### src/rtl/assert_macros.svh
// Assertion macros shared by the allocator RTL.
`ifndef ASSERT_MACROS_SVH
`define ASSERT_MACROS_SVH

// Property checked on every rising clk edge, off while arst_n is low.
`define ASSERT_CLK(label, prop, msg) \
	label: assert property (@(posedge clk) disable iff (!arst_n) prop) else $error(msg);

// Expression that must never be true.
`define ASSERT_NEVER(label, expr, msg) \
	`ASSERT_CLK(label, !(expr), msg)

`endif

### src/rtl/pfa_pkg.sv
// Shared constants, types and microcode ROM for the page frame allocator.
`timescale 1ns / 1ps
package pfa_pkg;

	localparam int NUM_PAGES  = 4096;
	localparam int COUNT_BITS = 8;
	localparam int PAGE_W     = $clog2(NUM_PAGES);
	localparam int DEPTH_W    = $clog2(NUM_PAGES + 1);
	localparam int PIN_W      = 16;
	localparam int FUNC_W     = 3;
	localparam int STAT_W     = 2;
	localparam int REF_W      = 8;
	localparam int CFG_IDX_W  = 2;
	localparam int CFG_DATA_W = 13;
	localparam int IN_DATA_W  = ((PIN_W + 7) / 8) * 8;
	localparam int OUT_PAY_W  = STAT_W + PAGE_W + REF_W + 1 + DEPTH_W;
	localparam int OUT_DATA_W = ((OUT_PAY_W + 7) / 8) * 8;
	localparam int UPC_W      = 4;

	localparam logic [STAT_W-1:0] ST_OK    = 2'd0;
	localparam logic [STAT_W-1:0] ST_EMPTY = 2'd1;
	localparam logic [STAT_W-1:0] ST_RANGE = 2'd2;
	localparam logic [STAT_W-1:0] ST_FULL  = 2'd3;

	localparam logic [CFG_IDX_W-1:0] CFG_TRACK = 2'd0;
	localparam logic [CFG_IDX_W-1:0] CFG_FIRST = 2'd1;
	localparam logic [CFG_IDX_W-1:0] CFG_LIMIT = 2'd2;

	localparam logic [CFG_DATA_W-1:0] LIMIT_RST = 13'd4096;

	typedef enum logic [2:0] {
		OP_NONE,
		OP_SEED,
		OP_ALLOC,
		OP_FREE,
		OP_INC,
		OP_DEC,
		OP_GET,
		OP_NOP
	} op_t;

	typedef enum logic [1:0] {
		C_ALWAYS,
		C_DISP,
		C_CLR,
		C_EMIT
	} cond_t;

	typedef logic [UPC_W-1:0] upc_t;

	// step addresses; dispatch lands on U_SEED + func
	localparam upc_t U_CLR      = 4'd0;
	localparam upc_t U_IDLE     = 4'd1;
	localparam upc_t U_SEED     = 4'd2;
	localparam upc_t U_ALLOC_RD = 4'd3;
	localparam upc_t U_FREE     = 4'd4;
	localparam upc_t U_INC      = 4'd5;
	localparam upc_t U_DEC      = 4'd6;
	localparam upc_t U_GET      = 4'd7;
	localparam upc_t U_NOP6     = 4'd8;
	localparam upc_t U_NOP7     = 4'd9;
	localparam upc_t U_ALLOC    = 4'd10;

	typedef struct packed {
		cond_t cond;
		upc_t  target;
		logic  in_rdy;
		logic  rd_cnt_stk;
		logic  clr;
		op_t   op;
	} uword_t;

	typedef struct packed {
		logic out_free;
		logic clr_last;
	} dp_stat_t;

	typedef struct packed {
		logic                  track;
		logic [CFG_DATA_W-1:0] first_page;
		logic [CFG_DATA_W-1:0] page_limit;
	} cfg_t;

	function automatic uword_t ucode_rom(upc_t a);
		uword_t w;
		w = '{cond: C_ALWAYS, target: U_IDLE, in_rdy: 1'b0, rd_cnt_stk: 1'b0,
			clr: 1'b0, op: OP_NONE};
		case (a)
			U_CLR: begin
				w.cond = C_CLR;
				w.clr  = 1'b1;
			end
			U_IDLE: begin
				w.cond   = C_DISP;
				w.target = U_SEED;
				w.in_rdy = 1'b1;
			end
			U_SEED: begin
				w.cond = C_EMIT;
				w.op   = OP_SEED;
			end
			U_ALLOC_RD: begin
				w.target     = U_ALLOC;
				w.rd_cnt_stk = 1'b1;
			end
			U_FREE: begin
				w.cond = C_EMIT;
				w.op   = OP_FREE;
			end
			U_INC: begin
				w.cond = C_EMIT;
				w.op   = OP_INC;
			end
			U_DEC: begin
				w.cond = C_EMIT;
				w.op   = OP_DEC;
			end
			U_GET: begin
				w.cond = C_EMIT;
				w.op   = OP_GET;
			end
			U_NOP6, U_NOP7: begin
				w.cond = C_EMIT;
				w.op   = OP_NOP;
			end
			U_ALLOC: begin
				w.cond = C_EMIT;
				w.op   = OP_ALLOC;
			end
			default: begin
				w.cond = C_ALWAYS;
			end
		endcase
		return w;
	endfunction

endpackage

### src/rtl/pfa_useq.sv
// Microcode sequencer: step counter, control ROM and jump logic.
`timescale 1ns / 1ps
`include "assert_macros.svh"
module pfa_useq (
	input  logic                       clk,
	input  logic                       arst_n,
	input  logic                       in_fire,
	input  logic [pfa_pkg::FUNC_W-1:0] func,
	input  pfa_pkg::dp_stat_t          stat,
	output pfa_pkg::uword_t            ctrl
);

	pfa_pkg::upc_t upc_q;
	pfa_pkg::upc_t upc_nxt;

	assign ctrl = pfa_pkg::ucode_rom(upc_q);

	always_comb begin
		upc_nxt = upc_q;
		case (ctrl.cond)
			pfa_pkg::C_ALWAYS: upc_nxt = ctrl.target;
			pfa_pkg::C_DISP: begin
				if (in_fire) begin
					upc_nxt = ctrl.target + pfa_pkg::UPC_W'(func);
				end
			end
			pfa_pkg::C_CLR: begin
				if (stat.clr_last) begin
					upc_nxt = ctrl.target;
				end
			end
			pfa_pkg::C_EMIT: begin
				if (stat.out_free) begin
					upc_nxt = ctrl.target;
				end
			end
			default: upc_nxt = pfa_pkg::U_IDLE;
		endcase
	end

	always_ff @(posedge clk or negedge arst_n) begin
		if (!arst_n) begin
			upc_q <= pfa_pkg::U_CLR;
		end else begin
			upc_q <= upc_nxt;
		end
	end

	`ASSERT_CLK(a_fire_leaves_idle, in_fire |=> (upc_q != pfa_pkg::U_IDLE), "accept did not dispatch")
	`ASSERT_NEVER(a_no_fire_in_clear, in_fire && (upc_q == pfa_pkg::U_CLR), "accept during clear")

endmodule

### config.mk
export PLATFORM = sky130hd
export DESIGN_NAME = pfa_useq
export DESIGN_NICKNAME = d
export VERILOG_FILES = /design/src/rtl/pfa_pkg.sv /design/src/rtl/pfa_useq.sv
export VERILOG_INCLUDE_DIRS = /design/src /design/src/rtl
export SDC_FILE = /design/constraint.sdc
export NUM_CORES = 1
export LEC_CHECK = 0
export ABC_AREA = 1
export BUFFER_PORTS_ARGS = -buffer_cell sky130_fd_sc_hd__buf_2
export CAP_MARGIN = 20
export CORE_MARGIN = 5
export CORE_UTILIZATION = 31
export CTS_CLUSTER_DIAMETER = 30
export DETAILED_ROUTE_END_ITERATION = 8
export PLACE_DENSITY = 0.63
export SYNTH_ARGS = -nofsm -noshare
export SYNTH_HDL_FRONTEND = slang
export SYNTH_SLANG_ARGS = --single-unit
### constraint.sdc
create_clock -name clk -period 1.8 [get_ports clk]
set_clock_uncertainty 0.2 [all_clocks]
set_input_delay 0.36 -clock clk [delete_from_list [all_inputs] [get_ports clk]]
set_output_delay 0.36 -clock clk [all_outputs]
set_load 0.02 [all_outputs]
**Word level (Yosys, flattened, before mapping)**

Cells that the tools add are included.

- Output and inout port bits: 12
- Input bits: 8
- Bits in registers: 4
- Logic and storage cells: 33

- Add/subtract/negate cells: 1
- Mux-type cells: 10
- Equality and inequality tests: 16
- Reductions and logical operators: 5

Operator list:

| operator | number |
|---|---|
| $pmux W3 S7 | 1 |
| $eq A4 B3 Y1 const B | 4 |
| $pmux W4 S4 | 1 |
| $eq A4 B4 Y1 const B | 3 |
| $mux W4 | 3 |
| $eq A4 B2 Y1 const B | 2 |
| $pmux W4 S2 | 1 |
| $reduce_or A8 Y1 | 1 |
| $ne A2 B2 Y1 const B | 3 |
| $pmux W2 S3 | 1 |
| $add A4 B3 Y4 | 1 |
| $eq A2 B2 Y1 const B | 2 |
| $eq A4 B1 Y1 const B | 1 |
| $logic_not A4 Y1 | 1 |
| $mux W1 | 3 |
| $reduce_and A3 Y1 | 1 |
| $eq A2 B1 Y1 const B | 1 |
| $logic_not A2 Y1 | 1 |
| $reduce_or A2 Y1 | 1 |

**Depth between registers and ports, before layout**

Gate-level depths: netlist of run 1.

- Word-level depth: 6
- Mapped depth: 10
- Mapped depth without buffers: 10

**Worst setup path before layout of run 1**

Ideal clock, no wire load.

- Kind: flip-flop to flip-flop
- Start: register upc_q[3]
- End: register upc_q[1]
- Data required time: 1.535 ns
- Data arrival time: 1.724 ns
- Cell stages (with the launch flop): 9
- Library setup time: 0.065 ns
- Clock period less this slack: 1.989 ns
- Buffers on the path: 0
- Setup slack: -0.189 ns
- Path through: dfrtp_1 -> nor2_2 -> nand2_2 -> ha_1 -> fa_1 -> nor2_1 -> nor2_1 -> nand3_1 -> nand2_1

RTL lines:

| element | RTL line | RTL |
|---|---|---|
| start: declaration | pfa_useq.sv:13 | `pfa_pkg::upc_t upc_q;` |
| start signal: assignment | pfa_useq.sv:43 | `upc_q <= pfa_pkg::U_CLR;` |
| start signal: assignment | pfa_useq.sv:45 | `upc_q <= upc_nxt;` |

**Worst setup path after layout of run 1**

- Start: register upc_q[3]
- End: register upc_q[2]

- Cells in the longest elaborated chain, start to end: 6
- Elaborated cells on any way between the ends: 25
- Classes of those cells: add/sub (1); eq/ne (16); mux (4); reduce/logical (4)

RTL lines:

| element |
|---|
| branches (longest 6 deep; another with $add A4 B3 Y4) |

Several ways; the timed one is not identified. The select of a mux whose other input is x is not followed.
A chain may end at the register's enable or synchronous reset.

==> metrics, run 1 <==
run status=finished, violations left; failing checks=negative setup slack; Root Driver=clkbuf_4; Synth cell types=18; Hold Slack=259.0 ps; reg-to-reg critical path endpoint=upc_q[2]$_DFFE_PN0P_; endpoints failing hold=0; Synthesized Nets=82; clock period minus worst slack=1843 ps; crit path DAT=1760 ps; # DRC=0; Tot GR Track Use=0.1051; R2R depth=8; first-pass GRT wire length=approximately 1.7 mm; final std cells w/o fill=around 110; max reg flops=4; max incr delay on CP=410 ps; pwr/cell area=2047 nW/um^2; Final #Nets=111; period utilisation layout=1.024; CP cell instances=nor2_4 > nand2_4 > ha_4 > fa_1 > xnor2_1 > nor2_1 > nand3_1 > nand2_1; RSZ-0062 raised after global routing=true; area growth from synthesis to layout=61.94%; htree depth=1; worst skew pair latency=between 200 and 250 ps; Worst-path clk slew=40 ps; Setup-failing EPs final=7; Detail Placement HPWL=864.7 um; Max VDD drop=0.0009131 V; DP Area=roughly 600 sq um; Biggest register=upc_q; Avg Inst Size Synth=roughly 6.3 sq um; Inst Count DP=between 100 and 150; P_leak=0.4110 nW; kind of end point of the critical path=register; Die Y=48.12 um; vias=between 500 and 600; antenna-violating nets left=0; Max Clk Rate=542.5 MHz; starting DRC count in detailed routing=8; Final GP Congestion=0.7378; CP max FO=4; pin count of the biggest net entering global routing=8; setup TNS=-136.5 ps; Worst path slowest cell=dfrtp_1; largest registers=upc_q (4); antenna fix cells=0; row cnt=13; GRT overflow=0; CP required=1720 ps; Port Buffers=18; initial antenna violation count=0; register bit count reported by yosys=4; DR WL/cell=about 9.4 um; post-DR vias/cell=4.478; vias in the first global route=457; Synth warnings=0; clock tree buffer depth=2; fraction of layout cells with a size suffix above 1=0.5204; Syn Inst Count=71; max-slew violations=0; Max Cap Viol=0; RR Startpoint=upc_q[3]$_DFFE_PN0P_; CTS Buf Count=3; core area=1334 sq um; CTS tree=done; Final WS setup=-43.33 ps; Hold Crit Class=in2async; Starting Density=0.3377; full die area=2316 sq um; Seq/Total Area, Yosys=0.2222; r2r setup slk=-40 ps; area of the mapped netlist=about 450 sq um; Sink Count=4; # IOs=20; total wire length=approximately 1.1 mm; kind of critical path=reg2reg; first drt pass iteration count=3; CP Launch Type=register; Die W=48.12 um; Final Cell Area=~730 sq um
-- Yosys cell counts (all sizes together) --
cell,instances,area (sq um)
xnor2,1,8.760
inv,12,45.05
nand2,25,108.9
ha,2,25.02
nand3b,1,20.02
nor2,9,36.29
o21ai,3,15.01
buf,2,15.01
o21bai,1,7.510
conb,1,3.750
a21oi,1,5.000
fa,1,20.02
nand3,8,40.04
dfrtp,4,100.1
-- metrics by stage --
stage          utilization  setup WS, ps  total power [W]
2_1_floorplan            -        -65.28        0.0008793
3_3_place_gp        0.4475         3.750         0.001149
3_5_place_dp        0.4475        -6.703         0.001154
4_1_cts             0.5169        -42.81         0.001415
5_1_grt             0.5469        -94.32         0.001635
6_report            0.5469        -43.33         0.001493
-- critical path, delay by kind of cell, from the launching register on --
family	cells	cell delay [ps]
adders and majority gates	2	550
xor gates and xnor gates	1	150
and+or+nand+nor	5	430
DFF	1	410
-- area by class of cell --
class                      instances  area [sq um]
inverter                          12         47.55
tap                               15         18.77
fill                             134         604.3
sequential                         4         102.6
timing repair buffer              26         198.9
multi-input combinational         53         339.1
clock buffer                       3         22.52
-- where the power goes --
part	total, W	leakage (nW)	switching [W]	internal (W)
Clock	0.000109	0.0138	0.0000349	0.0000744
Combinational	0.00120	0.349	0.000678	0.000518
Sequential	0.000188	0.0487	0.0000577	0.000130
Total	0.00149	0.411	0.000771	0.000722
-- placed cells by master, fill, tap and decap left out, drive strengths merged, types with 2 or more instances in the layout --
| cell type | n |
|---|---|
| buf | 25 |
| clkbuf | 3 |
| dfrtp | 4 |
| ha | 2 |
| inv | 12 |
| nand2 | 25 |
| nand3 | 8 |
| nor2 | 9 |
| o21ai | 3 |
-- per-layer routing --
layer / vias to the layer above / GRT usage / wire [um]
met5: - / 0 / 0
met4: 0 / 0.06452 / 8
met3: 2 / 0 / 46
met2: 12 / 0.1636 / 547
met1: 225 / 0.1454 / 465
li1: 267 / - / -
-- cell families (layout without fill, tap and decap cells) --
group / after synthesis / after routing / share of synthesized area
flops: 4 / 4 / 0.2222
fa+ha+maj: 3 / 3 / 0.09999
xor+xnor: 1 / 1 / 0.01945
compound gates: 5 / 5 / 0.06110
other cells: 1 / 1 / 0.008325
simple gates: 43 / 43 / 0.4556
buf+inv: 14 / 41 / 0.1333
-- how the worst max path moves through the flow --
stage                         start                    to
2_1_floorplan  upc_q[2]$_DFFE_PN0P_  upc_q[1]$_DFFE_PN0P_
3_3_place_gp   upc_q[2]$_DFFE_PN0P_  upc_q[2]$_DFFE_PN0P_
3_5_place_dp   upc_q[2]$_DFFE_PN0P_  upc_q[2]$_DFFE_PN0P_
4_1_cts        upc_q[3]$_DFFE_PN0P_  upc_q[2]$_DFFE_PN0P_
5_1_grt        upc_q[3]$_DFFE_PN0P_  upc_q[1]$_DFFE_PN0P_
6_report       upc_q[3]$_DFFE_PN0P_  upc_q[2]$_DFFE_PN0P_
-- repair_timing --
item / CTS / global route
buffers inserted: 2 / 1
hold buffers: 1 / 0
hold endpoints to repair: 4 / 0
setup endpoints to repair: 7 / 11
resized for setup: 20 / 12
pin swaps: 5 / 3
gates cloned: 0 / 0
No activity file was read; power rests on OpenSTA's default activity.
==> inputs of run 2 (changes only) <==
- CORE_AREA: default -> 5 5 42 44
- CORE_MARGIN: 5 -> default
- CORE_UTILIZATION: 31 -> default
- DIE_AREA: default -> 0 0 47 49
- PLACE_DENSITY: 0.63 -> 0.67
==> run 2 against run 1 <==
The flow still finishes with violations (negative setup slack). Flip-flop and latch count unchanged. Sequential share of layout area is 0.19 points lower. Clock-buffer cell count did not move. Wire length increased by 7.6%. Cell count rose by 1.8%. Core utilization decreased by 1.9 points. First-iteration DRC count fell by 38%. Via count is 2.2% higher. Final area is 1.4% higher. Clock power is 6% higher. Combinational power hardly changed. Largest cell class unchanged. Highest routed layer unchanged.
==> metrics, run 2 (same netlist as run 1, synthesis figures left out) <==
# IOs=20 (unchanged); sequential share of power=0.123 (-0.003); Sw Share=0.5184 (+0.002109); Final #Nets=112 (+0.90%); largest registers=upc_q (4); first drt pass iteration count=4 (+1); initial antenna violation count=0 (unchanged); Inst Count DP=107 (+0.94%); Tot GR Track Use=0.1104 (+0.005339); Worst path slowest cell=dfrtp_2; starting DRC count in detailed routing=5 (-3); kind of critical path=reg2out; pin count of the biggest net entering global routing=6 (-2); vias=517 (+2.2%); crit path DAT=1320 ps (-440 ps); endpoints failing hold=0 (unchanged); final std cells w/o fill=115 (+1.8%); Hold Slack=245.4 ps (-13.55 ps); # DRC=0 (unchanged); total wire length=1.148 mm (+7.6%); P_leak=0.4232 nW (+3.0%); Max VDD drop=0.0008321 V (-8.9%); CP required=1240 ps (-480 ps); Int Pwr=0.0007279 W (+0.76%); clock period minus worst slack=1884 ps (+40.41 ps); Worst-path clk slew=40 ps (about the same); Sink Count=4 (unchanged); Port Buffers=18 (unchanged); Die Y=49 um (+1.8%); Hold Crit Class=in2async; Final WS setup=-83.75 ps (-40.41 ps); full die area=2303 sq um (-0.54%); vias in the first global route=512 (+12%); CP max FO=5 (+1); max-slew violations=0 (unchanged); Biggest register=upc_q; pwr/cell area=2044 nW/um^2 (-0.17%); Max Cap Viol=0 (unchanged); clock share of power=0.076 (+0.003); fraction of layout cells with a size suffix above 1=0.5051 (-0.01536); RSZ-0062 raised after global routing=true; run status=finished, violations left; Max Clk Rate=530.9 MHz (-2.1%); row cnt=14 (+1); antenna-violating nets left=0 (unchanged); Setup-failing EPs final=7 (unchanged); most frequent cells in the layout=17 x nand2_1, 12 x buf_4, 9 x inv_1, 9 x buf_2, 8 x nand3_1; first-pass GRT wire length=1.911 mm (+9.5%); htree depth=1 (unchanged); failing checks=negative setup slack; commonest non-fill, non-tap cell in the layout=nand2_1; max reg flops=4 (unchanged); core area=1401 sq um (+5.1%); worst skew pair latency=240 ps (about the same); area growth from synthesis to layout=64.17%; Die W=47 um (-2.3%); clock tree buffer depth=2 (unchanged); Starting Density=0.3214 (-0.01628); CP Launch Type=register; kind of end point of the critical path=primary output; antenna fix cells=0 (unchanged); DR WL/cell=9.983 um (+5.7%); CTS tree=done; post-DR vias/cell=4.496 (+0.40%); CTS Buf Count=3 (unchanged); Psw=0.0007834 W (+1.6%); Final GP Congestion=0.7610 (+3.1%); Gate power share=0.801 (about the same); CP cell instances=nor2_2 > inv_1 > a21oi_1 > o21bai_1 > buf_4; GRT overflow=0 (unchanged); Detail Placement HPWL=862.3 um (-0.28%); max incr delay on CP=440 ps (+30 ps); Root Driver=clkbuf_4; period utilisation layout=1.047 (+0.02245)
## run 2: cell count changes in the layout (fill, tap and decap cells not counted), sizes merged
| cell | before | now |
|---|---|---|
| buf | 25 | 26 |
## run 2: path summary, 6_finish.rpt
kind,startpoint,end,slack [ps],depth (start not counted)
hold reg to reg,upc_q[0]$_DFFE_PN0P_,upc_q[0]$_DFFE_PN0P_,380,2
min in group clk,stat[1],upc_q[1]$_DFFE_PN0P_,310,4
max in group asynchronous,arst_n,upc_q[0]$_DFFE_PN0P_,1020,2
setup / recovery,upc_q[1]$_DFFE_PN0P_,ctrl[1],-80,5
hold / removal,arst_n,upc_q[2]$_DFFE_PN0P_,250,2
setup reg to reg,upc_q[2]$_DFFE_PN0P_,upc_q[1]$_DFFE_PN0P_,-80,9
## run 2: worst max-delay path: cells and delay by family, from the launching register on
kind	cells	cell delay, ps
AND/OR/NAND/NOR	1	170
flip-flops	1	440
AO/OA/AOI/OAI	2	230
buffers and inverters	2	250
## run 2: cell type report
class | instances | area [sq um]
Fill cell | 133 | 661.9
Tap cell | 16 | 20.02
Inverter | 12 | 45.04
Clock buffer | 3 | 22.52
Timing Repair Buffer | 27 | 201.4
Sequential cell | 4 | 102.6
Multi-Input combinational cell | 53 | 347.8
## run 2: timing repair
item	in CTS	in global routing
endpoints found under the setup margin	9	13
pin swaps	3	5
hold buffers	1	0
buffers inserted	2	2
gates resized for setup	15	15
endpoints found under the hold margin	4	0
## run 2: metrics by stage
stage	cell area (sq um)	utilization	power, W	setup TNS [ps]	setup slack (ps)
2_1_floorplan	473.0	-	0.0008793	-130.1	-65.28
6_report	739.5	0.5277	0.001511	-392.4	-83.75
3_5_place_dp	598.1	0.4268	0.001144	0	2.976
4_1_cts	684.4	0.4884	0.001390	-280.3	-71.43
5_1_grt	739.5	0.5277	0.001652	-1344	-200.9
3_3_place_gp	598.1	0.4268	0.001140	0	9.347
## run 2: power by group through the flow
| stage | registers, W | clock network, W | logic [W] |
|---|---|---|---|
| 4_1_cts | 0.000182 | 0.000118 | 0.00109 |
| 3_3_place_gp | 0.000173 | 0 | 0.000967 |
| 5_1_grt | 0.000191 | 0.000126 | 0.00133 |
| 6_report | 0.000185 | 0.000115 | 0.00121 |
| 2_1_floorplan | 0.000171 | 0 | 0.000708 |
| 3_5_place_dp | 0.000174 | 0 | 0.000970 |
## run 2: per-layer routing
| layer | GRT usage | up-vias | part of all wire |
|---|---|---|---|
| met5 | 0 | - | 0 |
| met4 | 0.07834 | 0 | 0.015 |
| met3 | 0.01107 | 2 | 0.070 |
| met2 | 0.1742 | 15 | 0.51 |
| met1 | 0.1317 | 227 | 0.40 |
| li1 | - | 273 | - |
==> inputs of run 3 (changes only) <==
- RECOVER_POWER: default -> 50
==> run 3 against run 2 <==
The flow still finishes with violations (negative setup slack). Core utilization fell by 0.089 points. Register-to-register slack about the same. Hold slack improved by 24 ps. Final area is 0.17% lower. Non-clock buffer count did not move. Total power about the same. Die area stayed put. Clock power is essentially flat. Worst setup slack about the same. Via count unchanged. Critical endpoint unchanged. Highest routed layer unchanged.
==> metrics, run 3 (same netlist as run 1, synthesis figures left out) <==
Final GP Congestion=0.7610 (unchanged); instance count on the critical path=5 (unchanged); CP Launch Type=register; row cnt=14 (unchanged); kind of critical path=reg2out; max incr delay on CP=440 ps (about the same); antenna fix cells=0 (unchanged); Root Driver=clkbuf_4; Power, Total=0.001511 W (about the same); pin count of the biggest net entering global routing=6 (unchanged); total wire length=1.147 mm (about the same); Final #Nets=112 (unchanged); Hold Crit Class=in2async; Max Clk Rate=530.8 MHz (about the same); failing checks=negative setup slack; Detail Placement HPWL=862.3 um (unchanged); CTS Buf Count=3 (unchanged); commonest non-fill, non-tap cell in the layout=nand2_1; first drt pass iteration count=4 (unchanged); register area=102.6 sq um (unchanged); Hold Slack=269.6 ps (+24.16 ps); Die W=47 um (unchanged); starting DRC count in detailed routing=5 (unchanged); max-slew violations=0 (unchanged); Max VDD drop=0.0008321 V (about the same); kind of end point of the critical path=primary output; # IOs=20 (unchanged); htree depth=1 (unchanged); Setup-failing EPs final=7 (unchanged); CP max FO=5 (unchanged); Tot GR Track Use=0.1104 (unchanged); Biggest register=upc_q; fraction of layout cells with a size suffix above 1=0.4949 (-0.01010); antenna-violating nets left=0 (unchanged); endpoints failing hold=0 (unchanged); pwr/cell area=2047 nW/um^2 (+0.15%); area growth from synthesis to layout=63.89%; Starting Density=0.3214 (unchanged); initial antenna violation count=0 (unchanged); run status=finished, violations left; CP required=1240 ps (about the same); clock tree buffer depth=2 (unchanged); DR WL/cell=9.974 um (about the same); Final WS setup=-83.79 ps (-0.03810 ps); Buf+Inv Stages, Crit Path=2 (unchanged); R2R depth=9 (unchanged); Port Buffers=18 (unchanged); CTS tree=done; Worst path slowest cell=dfrtp_2; P_leak=0.4205 nW (-0.65%); Die Y=49 um (unchanged); vias in the first global route=512 (unchanged); Max Cap Viol=0 (unchanged); core area=1401 sq um (unchanged); largest registers=upc_q (4); # DRC=0 (unchanged); worst skew pair latency=240 ps (about the same); GRT overflow=0 (unchanged); full die area=2303 sq um (unchanged); multi-input combinational cell area=347.8 sq um (unchanged); period utilisation layout=1.047 (about the same); post-DR vias/cell=4.496 (unchanged); first-pass GRT wire length=1.911 mm (unchanged); crit path DAT=1320 ps (about the same); vias=517 (unchanged); RSZ-0062 raised after global routing=true; Worst-path clk slew=40 ps (about the same); Worst path top cell family by delay=flip-flops; clock period minus worst slack=1884 ps (+0.03810 ps); CP cell instances=nor2_2 > inv_1 > a21oi_1 > o21bai_1 > buf_4; filler cell count=134 (+0.75%); most frequent cells in the layout=17 x nand2_1, 12 x buf_4, 9 x inv_1, 8 x nand3_1, 8 x buf_2; worst slack, placed=2.976 ps (unchanged); max reg flops=4 (unchanged); Sink Count=4 (unchanged); final core utilization=0.5268 (-0.0008930)
## run 3: cell count changes in the layout (fill, tap and decap cells not counted), sizes merged
cell    previous run  this run
buf               26        25
clkbuf             3         4
## run 3: path summary, 6_finish.rpt
check	slack, ps	end	start
min	270	upc_q[2]$_DFFE_PN0P_	arst_n
max in group asynchronous	920	upc_q[0]$_DFFE_PN0P_	arst_n
max reg2reg	-80	upc_q[1]$_DFFE_PN0P_	upc_q[2]$_DFFE_PN0P_
min in group clk	310	upc_q[1]$_DFFE_PN0P_	stat[1]
max	-80	ctrl[1]	upc_q[1]$_DFFE_PN0P_
min reg2reg	380	upc_q[0]$_DFFE_PN0P_	upc_q[0]$_DFFE_PN0P_
## run 3: area by class of cell
type / instances / area share
Multi-Input combinational cell: 53 / 0.4712
Timing Repair Buffer: 27 / 0.2712
Sequential cell: 4 / 0.1390
Inverter: 12 / 0.06102
Clock buffer: 3 / 0.03051
Tap cell: 16 / 0.02712
## run 3: layer usage
metal  vias up  routed length, um  part of all wire  track usage
met1       227                461              0.40       0.1317
li1        273                  -                 -            -
met5         -                  0                 0            0
met3         2                 80             0.070      0.01107
met4         0                 17             0.015      0.07834
met2        15                588              0.51       0.1742
## run 3: metrics by stage
| step | TNS [ps] | instance area [sq um] | std cells |
|---|---|---|---|
| after floorplan | -130.1 | 473.0 | 71 |
| after global placement | 0 | 598.1 | 107 |
| after detailed placement | 0 | 598.1 | 107 |
| after CTS | -280.3 | 684.4 | 113 |
| after global routing | -1344 | 738.2 | 115 |
| final | -392.6 | 738.2 | 115 |
## run 3: timing repair
item,in CTS,in global routing
hold buffers,1,0
resized for setup,15,15
pin swaps,3,5
buffers inserted,2,2
hold endpoints to repair,4,0
setup endpoints to repair,9,13
## run 3: power by group
group | internal (W) | switching (W)
Combinational | 0.000522 | 0.000688
Sequential | 0.000130 | 0.0000550
Clock | 0.0000747 | 0.0000402
